[src/rtl/core/spc_pkg.sv]
`timescale 1ns / 1ps

package spc_pkg;

  // Configuration port geometry
  localparam int unsigned CfgIdxW  = 3;
  localparam int unsigned CfgDataW = 16;

  // Register indexes on the configuration port
  localparam logic [CfgIdxW-1:0] CfgOutputEnable   = 3'd0;
  localparam logic [CfgIdxW-1:0] CfgChargePowerThr = 3'd1;
  localparam logic [CfgIdxW-1:0] CfgReleaseBufThr  = 3'd2;
  localparam logic [CfgIdxW-1:0] CfgSavingBufThr   = 3'd3;
  localparam logic [CfgIdxW-1:0] CfgHoldoffMs      = 3'd4;
  localparam logic [CfgIdxW-1:0] CfgStartupMs      = 3'd5;

  // Register reset values
  localparam logic [15:0] ChargePowerThrRst = 16'd3200;
  localparam logic [15:0] ReleaseBufThrRst  = 16'd3200;
  localparam logic [15:0] SavingBufThrRst   = 16'd1280;
  localparam logic [7:0]  HoldoffMsRst      = 8'd18;
  localparam logic [15:0] StartupMsRst      = 16'd3000;

  // Operating modes of the power path
  typedef enum logic [1:0] {
    ModeCharge = 2'd0,
    ModeIdle   = 2'd1,
    ModeShared = 2'd2,
    ModeCap    = 2'd3
  } mode_e;

  // Input word: one measurement tick
  typedef struct packed {
    logic [15:0] load_power;
    logic [15:0] buffer_energy;
    logic [31:0] time_ms;
    logic        supply_lost;
  } in_word_t;

  // Result word: switch pattern, mode and discharge time after the tick
  typedef struct packed {
    logic        main_switch_on;
    logic        charge_switch_on;
    logic        discharge_switch_on;
    logic [1:0]  mode;
    logic [31:0] discharge_time;
  } out_word_t;

  // Configuration register set
  typedef struct packed {
    logic        output_enable;
    logic [15:0] charge_power_threshold;
    logic [15:0] release_buffer_threshold;
    logic [15:0] saving_buffer_threshold;
    logic [7:0]  holdoff_ms;
    logic [15:0] startup_ms;
  } cfg_t;

endpackage

[src/rtl/core/supercap_power_path_controller_top.sv]
`timescale 1ns / 1ps

// Supercapacitor power-path controller.
// Input channel (in_valid_i / in_stall_o / in_data_i) carries one measurement
// word per tick: load power, buffer energy, millisecond timestamp and the
// supply-lost flag. Output channel (out_valid_o / out_stall_i / out_data_o)
// returns exactly one word per input word: the three switch states, the mode
// and the discharge-time counter, all after that tick's update.
// A word passes through the input register, then the mode logic feeding the
// result register. Throughput is one word per cycle while the receiver does
// not stall; the input register and the result register each hold a word,
// so the input side takes one more word while a finished word waits at the
// output. When the receiver stalls, the result word holds; a second word
// waits in the input register and only then is in_stall_o raised.
// Reset clears both valid flags, puts the machine in charge mode with all
// switches off and the counter at zero, and loads the register defaults.
// Configuration writes (cfg_we_i, cfg_index_i, cfg_data_i) take effect at the
// next edge; indexes beyond the register list are ignored.

module supercap_power_path_controller_top (
  input  logic                              clk_i,
  input  logic                              rst_ni,
  input  logic                              in_valid_i,
  output logic                              in_stall_o,
  input  spc_pkg::in_word_t                 in_data_i,
  output logic                              out_valid_o,
  input  logic                              out_stall_i,
  output spc_pkg::out_word_t                out_data_o,
  input  logic                              cfg_we_i,
  input  logic [spc_pkg::CfgIdxW-1:0]       cfg_index_i,
  input  logic [spc_pkg::CfgDataW-1:0]      cfg_data_i
);

  spc_pkg::cfg_t      cfg_q;
  spc_pkg::in_word_t  in_word_q;
  spc_pkg::out_word_t out_word_q;
  spc_pkg::out_word_t result;
  logic               in_valid_q;
  logic               out_valid_q;
  logic               step;
  logic               in_take;

  // Move the input word on when the result register is free or being drained
  assign step       = in_valid_q && (!out_valid_q || !out_stall_i);
  assign in_stall_o = in_valid_q && !step;
  assign in_take    = in_valid_i && !in_stall_o;

  // Configuration registers
  always_ff @(posedge clk_i or negedge rst_ni) begin
    if (!rst_ni) begin
      cfg_q.output_enable            <= 1'b0;
      cfg_q.charge_power_threshold   <= spc_pkg::ChargePowerThrRst;
      cfg_q.release_buffer_threshold <= spc_pkg::ReleaseBufThrRst;
      cfg_q.saving_buffer_threshold  <= spc_pkg::SavingBufThrRst;
      cfg_q.holdoff_ms               <= spc_pkg::HoldoffMsRst;
      cfg_q.startup_ms               <= spc_pkg::StartupMsRst;
    end else if (cfg_we_i) begin
      unique case (cfg_index_i)
        spc_pkg::CfgOutputEnable:   cfg_q.output_enable            <= cfg_data_i[0];
        spc_pkg::CfgChargePowerThr: cfg_q.charge_power_threshold   <= cfg_data_i;
        spc_pkg::CfgReleaseBufThr:  cfg_q.release_buffer_threshold <= cfg_data_i;
        spc_pkg::CfgSavingBufThr:   cfg_q.saving_buffer_threshold  <= cfg_data_i;
        spc_pkg::CfgHoldoffMs:      cfg_q.holdoff_ms               <= cfg_data_i[7:0];
        spc_pkg::CfgStartupMs:      cfg_q.startup_ms               <= cfg_data_i;
        default: begin
        end
      endcase
    end
  end

  // Valid flags of the input and result registers
  always_ff @(posedge clk_i or negedge rst_ni) begin
    if (!rst_ni) begin
      in_valid_q  <= 1'b0;
      out_valid_q <= 1'b0;
    end else begin
      if (in_take) begin
        in_valid_q <= 1'b1;
      end else if (step) begin
        in_valid_q <= 1'b0;
      end
      if (step) begin
        out_valid_q <= 1'b1;
      end else if (!out_stall_i) begin
        out_valid_q <= 1'b0;
      end
    end
  end

  // Payload registers
  always_ff @(posedge clk_i) begin
    if (in_take) begin
      in_word_q <= in_data_i;
    end
    if (step) begin
      out_word_q <= result;
    end
  end

  spc_ctrl u_ctrl (
    .clk_i    (clk_i),
    .rst_ni   (rst_ni),
    .step_i   (step),
    .cfg_i    (cfg_q),
    .word_i   (in_word_q),
    .result_o (result)
  );

  assign out_valid_o = out_valid_q;
  assign out_data_o  = out_word_q;

  // Charging is only ever done with the main path on
  a_charge_needs_main: assert property (@(posedge clk_i) disable iff (!rst_ni)
    out_valid_o && out_data_o.charge_switch_on |-> out_data_o.main_switch_on)
    else $error("charge switch on without main switch");

  // Stall only while the input register holds a word
  a_stall_needs_word: assert property (@(posedge clk_i) disable iff (!rst_ni)
    in_stall_o |-> in_valid_q)
    else $error("input stalled with empty input register");

  // A processed word always shows up at the output
  a_step_gives_result: assert property (@(posedge clk_i) disable iff (!rst_ni)
    step |=> out_valid_o && (out_data_o == $past(result)))
    else $error("processed word not presented");

endmodule

[src/rtl/core/spc_ctrl.sv]
`timescale 1ns / 1ps

module spc_ctrl (
  input  logic             clk_i,
  input  logic             rst_ni,
  input  logic             step_i,
  input  spc_pkg::cfg_t    cfg_i,
  input  spc_pkg::in_word_t  word_i,
  output spc_pkg::out_word_t result_o
);

  spc_pkg::mode_e mode_q, mode_d;
  logic        main_sw_q, main_sw_d;
  logic        charge_sw_q, charge_sw_d;
  logic        dis_sw_q, dis_sw_d;
  logic [31:0] cap_stamp_q, cap_stamp_d;
  logic [31:0] main_stamp_q, main_stamp_d;
  logic [31:0] count_q, count_d;

  logic        run;
  logic        main_elapsed;
  logic        cap_elapsed;
  logic [31:0] main_diff;
  logic [31:0] cap_diff;
  logic [31:0] holdoff_ext;

  // Wrap-safe elapsed time against the holdoff
  assign holdoff_ext  = {24'd0, cfg_i.holdoff_ms};
  assign main_diff    = word_i.time_ms - main_stamp_q;
  assign cap_diff     = word_i.time_ms - cap_stamp_q;
  assign main_elapsed = main_diff > holdoff_ext;
  assign cap_elapsed  = cap_diff > holdoff_ext;

  // Run the machine only after startup and with the supply link present
  assign run = !word_i.supply_lost && (word_i.time_ms > {16'd0, cfg_i.startup_ms});

  // Next state for one tick; later mode tests win
  always_comb begin
    mode_d       = mode_q;
    main_sw_d    = main_sw_q;
    charge_sw_d  = charge_sw_q;
    dis_sw_d     = dis_sw_q;
    cap_stamp_d  = cap_stamp_q;
    main_stamp_d = main_stamp_q;
    count_d      = count_q;
    if (run) begin
      unique case (mode_q)
        spc_pkg::ModeCharge: begin
          if ((count_q != 32'd0) && !word_i.time_ms[0]) begin
            count_d = count_q - 32'd1;
          end
          main_sw_d   = 1'b1;
          charge_sw_d = 1'b1;
          if (main_elapsed) begin
            dis_sw_d = 1'b0;
          end
          if (word_i.load_power > cfg_i.charge_power_threshold) begin
            mode_d = spc_pkg::ModeIdle;
          end
          if (word_i.buffer_energy < cfg_i.release_buffer_threshold) begin
            mode_d = spc_pkg::ModeShared;
          end
        end
        spc_pkg::ModeIdle: begin
          main_sw_d   = 1'b1;
          charge_sw_d = 1'b0;
          if (main_elapsed) begin
            dis_sw_d = 1'b0;
          end
          if (word_i.load_power < cfg_i.charge_power_threshold) begin
            mode_d = spc_pkg::ModeCharge;
          end
          if (word_i.buffer_energy < cfg_i.release_buffer_threshold) begin
            mode_d      = spc_pkg::ModeShared;
            cap_stamp_d = word_i.time_ms;
          end
        end
        spc_pkg::ModeShared: begin
          main_sw_d   = 1'b1;
          charge_sw_d = 1'b0;
          if (cfg_i.output_enable) begin
            dis_sw_d = 1'b1;
          end else if (main_elapsed) begin
            dis_sw_d = 1'b0;
          end
          if (word_i.buffer_energy > cfg_i.release_buffer_threshold) begin
            mode_d = spc_pkg::ModeIdle;
          end
          if ((word_i.buffer_energy < cfg_i.saving_buffer_threshold) && cap_elapsed &&
              cfg_i.output_enable) begin
            mode_d = spc_pkg::ModeCap;
          end
        end
        spc_pkg::ModeCap: begin
          if (count_q != 32'hFFFF_FFFF) begin
            count_d = count_q + 32'd1;
          end
          main_sw_d   = 1'b0;
          charge_sw_d = 1'b0;
          dis_sw_d    = 1'b1;
          if ((word_i.buffer_energy > cfg_i.release_buffer_threshold) ||
              !cfg_i.output_enable) begin
            main_stamp_d = word_i.time_ms;
            mode_d       = spc_pkg::ModeShared;
          end
        end
        default: begin
          mode_d = spc_pkg::ModeCharge;
        end
      endcase
    end else begin
      // Safe pattern: main and discharge on, mode and counter held
      main_sw_d   = 1'b1;
      charge_sw_d = 1'b0;
      dis_sw_d    = 1'b1;
    end
  end

  // Result carries the values after this tick
  always_comb begin
    result_o.main_switch_on      = main_sw_d;
    result_o.charge_switch_on    = charge_sw_d;
    result_o.discharge_switch_on = dis_sw_d;
    result_o.mode                = mode_d;
    result_o.discharge_time      = count_d;
  end

  // Hold state; advance on each processed word
  always_ff @(posedge clk_i or negedge rst_ni) begin
    if (!rst_ni) begin
      mode_q       <= spc_pkg::ModeCharge;
      main_sw_q    <= 1'b0;
      charge_sw_q  <= 1'b0;
      dis_sw_q     <= 1'b0;
      cap_stamp_q  <= 32'd0;
      main_stamp_q <= 32'd0;
      count_q      <= 32'd0;
    end else if (step_i) begin
      mode_q       <= mode_d;
      main_sw_q    <= main_sw_d;
      charge_sw_q  <= charge_sw_d;
      dis_sw_q     <= dis_sw_d;
      cap_stamp_q  <= cap_stamp_d;
      main_stamp_q <= main_stamp_d;
      count_q      <= count_d;
    end
  end

endmodule
[config.mk]
export PLATFORM = sky130hd
export DESIGN_NAME = supercap_power_path_controller_top
export DESIGN_NICKNAME = d
export VERILOG_FILES = /design/src/rtl/core/spc_pkg.sv /design/src/rtl/core/supercap_power_path_controller_top.sv /design/src/rtl/core/spc_ctrl.sv
export SDC_FILE = /design/constraint.sdc
export NUM_CORES = 1
export LEC_CHECK = 0
export ABC_CLOCK_PERIOD_IN_PS = 5640
export CORE_MARGIN = 1.5
export CORE_UTILIZATION = 40
export CTS_BUF_LIST = sky130_fd_sc_hd__clkbuf_16
export DETAILED_ROUTE_END_ITERATION = 10
export DONT_BUFFER_PORTS = 1
export SLEW_MARGIN = 30
export SYNTH_ARGS = -nofsm -noshare
export SYNTH_HDL_FRONTEND = slang
export SYNTH_SLANG_ARGS = --single-unit
[constraint.sdc]
create_clock -name clk_i -period 5.64 [get_ports clk_i]
set_clock_uncertainty 0.2 [all_clocks]
set_input_delay 0.564 -clock clk_i [delete_from_list [all_inputs] [get_ports clk_i]]
set_output_delay 0.564 -clock clk_i [all_outputs]
set_load 0.02 [all_outputs]
# After elaboration in Yosys (flattened, before gate mapping)
# Index checks and enable logic that the tools add are counted.
dict set report classes {
  n_addsub 4
  mul 0
  div 0
  n_lt_le_gt_ge 8
  eq_ne 10
  shifts 0
  n_mux 23
  bitwise 0
  reduce_logical 31
}
# operator n
set op_table {}
lappend op_table {{2-to-1 mux 32 bit} 3}
lappend op_table {{> comparator 32 x 8 -> 1 bit} 2}
lappend op_table {{case mux 32 bit (2 select lines)} 1}
lappend op_table {{subtractor 32 bit} 2}
lappend op_table {{less-than comparator 16 bit} 3}
lappend op_table {{adder 32 x 1 -> 32 bit, second input constant} 1}
lappend op_table {{> comparator 16 bit} 2}
lappend op_table {{> comparator 32 x 16 -> 1 bit} 1}
lappend op_table {{inequality test 32 bit, second input constant} 1}
lappend op_table {{nonzero test 32 bit} 1}
lappend op_table {{subtractor 32 x 1 -> 32 bit, second input constant} 1}
lappend op_table {{2-to-1 mux 2 bit} 8}
lappend op_table {{AND reduction 2 bit} 6}
lappend op_table {{case mux 2 bit (4 select lines)} 1}
lappend op_table {{AND reduction 4 bit} 2}
lappend op_table {{logical AND 1 bit} 7}
lappend op_table {{logical NOT 1 bit} 7}
lappend op_table {{2-to-1 mux 1 bit} 7}
lappend op_table {{== test 3 x 2 -> 1 bit, second input constant} 2}
lappend op_table {{== test 3 bit, second input constant} 2}
lappend op_table {{OR reduction 3 bit} 2}
lappend op_table {{== test 2 bit, second input constant} 2}
lappend op_table {{case mux 1 bit (2 select lines)} 2}
lappend op_table {{== test 3 x 1 -> 1 bit, second input constant} 1}
lappend op_table {{other kinds (8)} 9}
dict set report totals {
  ff_bits 276
  latchBits 0
  ramBits 0
  rom_bits 0
  inputBits 89
  mem_count 0
}

# Longest topological paths before layout
dict set report depth {
  word_depth 8
  ltp_mapped 18
}

# Hierarchy
# From an unflattened synthesis, not the netlist that was laid out.
dict set report hier_totals {
  hier_cells 1901
  hier_area_um2 18107.4
}
# mod n_inst cells_per_inst area_per_inst_um2
set by_module_without_submodules {}
lappend by_module_without_submodules {spc_ctrl 1 1632 12046.6}
lappend by_module_without_submodules {supercap_power_path_controller_top 1 269 6060.8}

# Worst setup path before layout
# OpenSTA, ideal clock, no wires.
dict set report synth_path {
  path_type {register to register}
  startpoint {register in_word_q[1] (netlist bit)}
  endpoint {register out_word_q (netlist bit out_data_o[33]) (data pin)}
  arrival_ps 3498
  t_required_ps 5174
  slack_ps 1676
  path_stages_with_launch 18
  cell_sequence {edfxtp_1 -> inv_1 -> ha_1 -> fa_1 -> nand2b_1 -> a21o_1 -> nand2_1 -> xor2_1 -> ha_1 -> nand4_1 -> or2_2 -> o21ai_0 -> o2111ai_1 -> nor4_1 -> nand4_1 -> or4_4 -> a31oi_1 -> o22ai_1}
}
# element line
set synth_lines {}
lappend synth_lines {{start: declaration} supercap_power_path_controller_top.sv:35} ;# spc_pkg::in_word_t in_word_q;
lappend synth_lines {{start signal: assignment} supercap_power_path_controller_top.sv:93} ;# in_word_q <= in_data_i;
lappend synth_lines {{end signal: assignment} supercap_power_path_controller_top.sv:96} ;# out_word_q <= result;
lappend synth_lines {{end: declaration} supercap_power_path_controller_top.sv:36} ;# spc_pkg::out_word_t out_word_q;

==> results.cfg <==
[placed_design]
dp_hpwl_um = 34220
gp_congestion = 0.8558
dp_cells = 2433
io_buffers = 0
dp_slack_ns = 1.188

[detailed_routing]
drtAntennaViolNets = 0
wl_per_cell_um = 18.82
vias = 14761
viasPerCell = 5.699
first_pass_iters = 6
drc = 0
totalWireLength_um = 48730
drtIter0Drc = 1234

[setup_path]
r2r-start = in_word_q[2]
r2r_slack_ns = 1.14
crit_required_ns = 5.74
cp.arrival_ns = 4.60
startpoint_type = flip-flop
ff2ff_path_depth = 16
critPathKind = reg2reg
cp-end-kind = flip-flop
crit_fanout = 5
rr_endpoint = out_data_o[33]

[global_routing]
grt_remaining_overflow = 0
grt.total_usage_pct = 20.96
grt_pass1_wl_um = 78390
grt_pass1_vias = 14373
grt_start_max_net_pins = 175
antenna_found_initial = 0

[clocking]
numCtsBuffers = 36
htreeDepth = 2
clk_pin_slew_ns = 0.06
clkLatencyLatePin_ns = 0.59
numClockSinks = 276
root_buffer = clkbuf_16
cts_setup_buffers = 0
clockBufferDepth = 3
cts_tree = yes
hold_buffers = 88
cts_resized = 0

[outcome]
outcome = completed

[synth]
yosysSeqAreaShare_pct = 41.00
ys.flop_type = dfrtp_1
ys_ff_latch = 276
synth_edf_count = 102
syn_area_um2 = 18140
yosys_warnings = 0
ys_async_sr_fraction_pct = 63.04
netlist_instances = 1923
synth_cell_types = 90
synth_area_per_cell_um2 = 9.435
syn_nets = 2162

[floorplan]
die_h_um = 216.0
rows = 77
core-area_um2 = 44510
io_pins = 128
die_w_um = 216.0
start_util_pct = 40.76
dieArea_um2 = 46650

[timing]
fin_hold_ws_ns = 0.05198
slew_viol_final = 0
grt_setup_unrepaired = false
fin_setup_tns_ns = 0
fmax_ghz = 0.2224
setup_ws_ns = 1.144
hold_viol = 0
setup_viol = 0
worstMarginPinSlew_ns = 0.9374
min_period_over_period_pct = 79.72
fin_crit_ns = 4.496
slew_headroom_pct = 37.33

[power_and_ir_drop]
p_leak_nw = 8.574
p_per_area_nw_per_um2 = 503.8
ir_drop_v = 0.0002462

[worst_hold_path]
min_from = cfg_index_i[0]
whs_endpoint = cfg_q[51]
holdPathStages = 3
hold_path.class = in2reg

[layout]
synthToLayoutAreaGrowth_pct = 14.43
nets = 2209
final_common_cell = nand2_1
drive_gt1_share_pct = 11.61
mostFrequentLayoutCells = nand2_1 (183), inv_1 (181), o21ai_0 (163)
utilization_pct = 46.65
antenna_cells = 0
fin_cells = 2590

[run]
max_cap_violations = 0
-- kinds of logic after synthesis --
group / after synthesis / share of synthesized area (%)
adders and majority gates: 150 / 10.43
DFF: 276 / 41.00
muxes: 107 / 6.600
AOI/OAI and AO/OA: 506 / 18.32
buffers and inverters: 269 / 5.848
xor gates and xnor gates: 40 / 1.931
and+or+nand+nor: 575 / 15.87
-- stage by stage --
stage	power [mW]	instance area [um2]
after floorplan	6.976	18140
after global placement	7.993	18610
after global routing	11.29	20760
after detailed placement	8.089	18610
after CTS	10.49	20690
final	10.46	20760
-- sequential cells by signal, summed over array words and instances, names as in the netlist --
name,count
out_data_o,37
u_ctrl.cap_stamp_q,32
u_ctrl.dis_sw_q,1
in_valid_q,1
cfg_q,73
u_ctrl.main_stamp_q,32
in_word_q,65
u_ctrl.count_q,32
out_valid_o,1
u_ctrl.mode_q,2
-- synth_stat cells (all sizes together), types with 7 or more instances --
library cell	number	area [um2]
o21ai	184	928.4
a21o	37	277.8
inv	175	656.9
a31oi	11	68.82
clkbuf	52	195.2
o2111ai	7	61.31
edfxtp	102	3063
nor2b	17	106.4
and3	18	112.6
a22oi	23	172.7
nand2b	15	96.34
a211oi	11	87.58
xnor2	24	210.2
nand2	183	686.9
dfstp	17	446.7
mux2	101	1137
nor3	57	295.3
nor4	23	162.7
or4	9	71.32
a222oi	15	150.1
a2111oi	7	80.08
o31ai	9	72.57
o22ai	8	56.30
a21boi	7	52.55
nand3	51	255.2
or2	21	131.4
nand4	37	237.7
ha	148	1852
a21oi	86	434.2
and2	19	118.9
nor2	88	330.3
o21a	22	165.2
xor2	16	140.1
o211ai	19	147.6
or3	18	112.6
dfrtp	157	3929
buf	41	205.2
-- per-layer routing --
| layer | part of all wire [%] | GRT usage (%) | vias up |
|---|---|---|---|
| met3 | 5.1 | 3.101 | 65 |
| met5 | 0 | 0 | - |
| li1 | - | - | 7114 |
| met4 | 2.1 | 6.227 | 0 |
| met2 | 48 | 35.08 | 399 |
| met1 | 45 | 28.04 | 7183 |
-- cell type report --
cell class | count | area (um2)
fillers | 4241 | 23750
clock buffers | 36 | 900.9
clock inverters | 30 | 282.8
well taps | 592 | 740.7
repair buffers | 102 | 1069
multi-input cells | 1378 | 9671
flip-flops and latches | 276 | 7438
inverters | 176 | 660.6
-- worst max-delay path by stage --
stage	from	endpoint	slack (ns)	depth (start not counted)
after floorplan	in_word_q[1]	out_data_o[33]	1.68	17
after global placement	in_word_q[1]	out_data_o[33]	1.33	17
after detailed placement	in_word_q[2]	out_data_o[33]	1.19	16
after CTS	in_word_q[2]	out_data_o[33]	1.15	16
after global routing	in_word_q[2]	out_data_o[33]	0.84	16
final	in_word_q[2]	out_data_o[33]	1.14	16
-- worst max-delay path, cell delays in order, from the launching register on --
cell	delay, ns
edfxtp_1	0.50
ha_1	0.33
nor2b_1	0.15
o31ai_2	0.41
nand2b_1	0.11
a21oi_1	0.18
xnor2_1	0.08
ha_1	0.30
nand4_1	0.10
or2_2	0.30
o21ai_0	0.11
o2111ai_1	0.15
nor4_1	0.25
nand4_1	0.13
or4_4	0.55
a31oi_1	0.25
o22ai_1	0.12
-- where the power goes --
| part | leakage [nW] | switching, mW | internal, mW | total [mW] |
|---|---|---|---|---|
| Sequential | 3.05 | 0.606 | 2.73 | 3.34 |
| Clock | 0.578 | 0.969 | 1.28 | 2.25 |
| Combinational | 4.95 | 2.85 | 2.02 | 4.87 |
| Total | 8.57 | 4.42 | 6.04 | 10.5 |
Power figures use the tool's default switching activity.
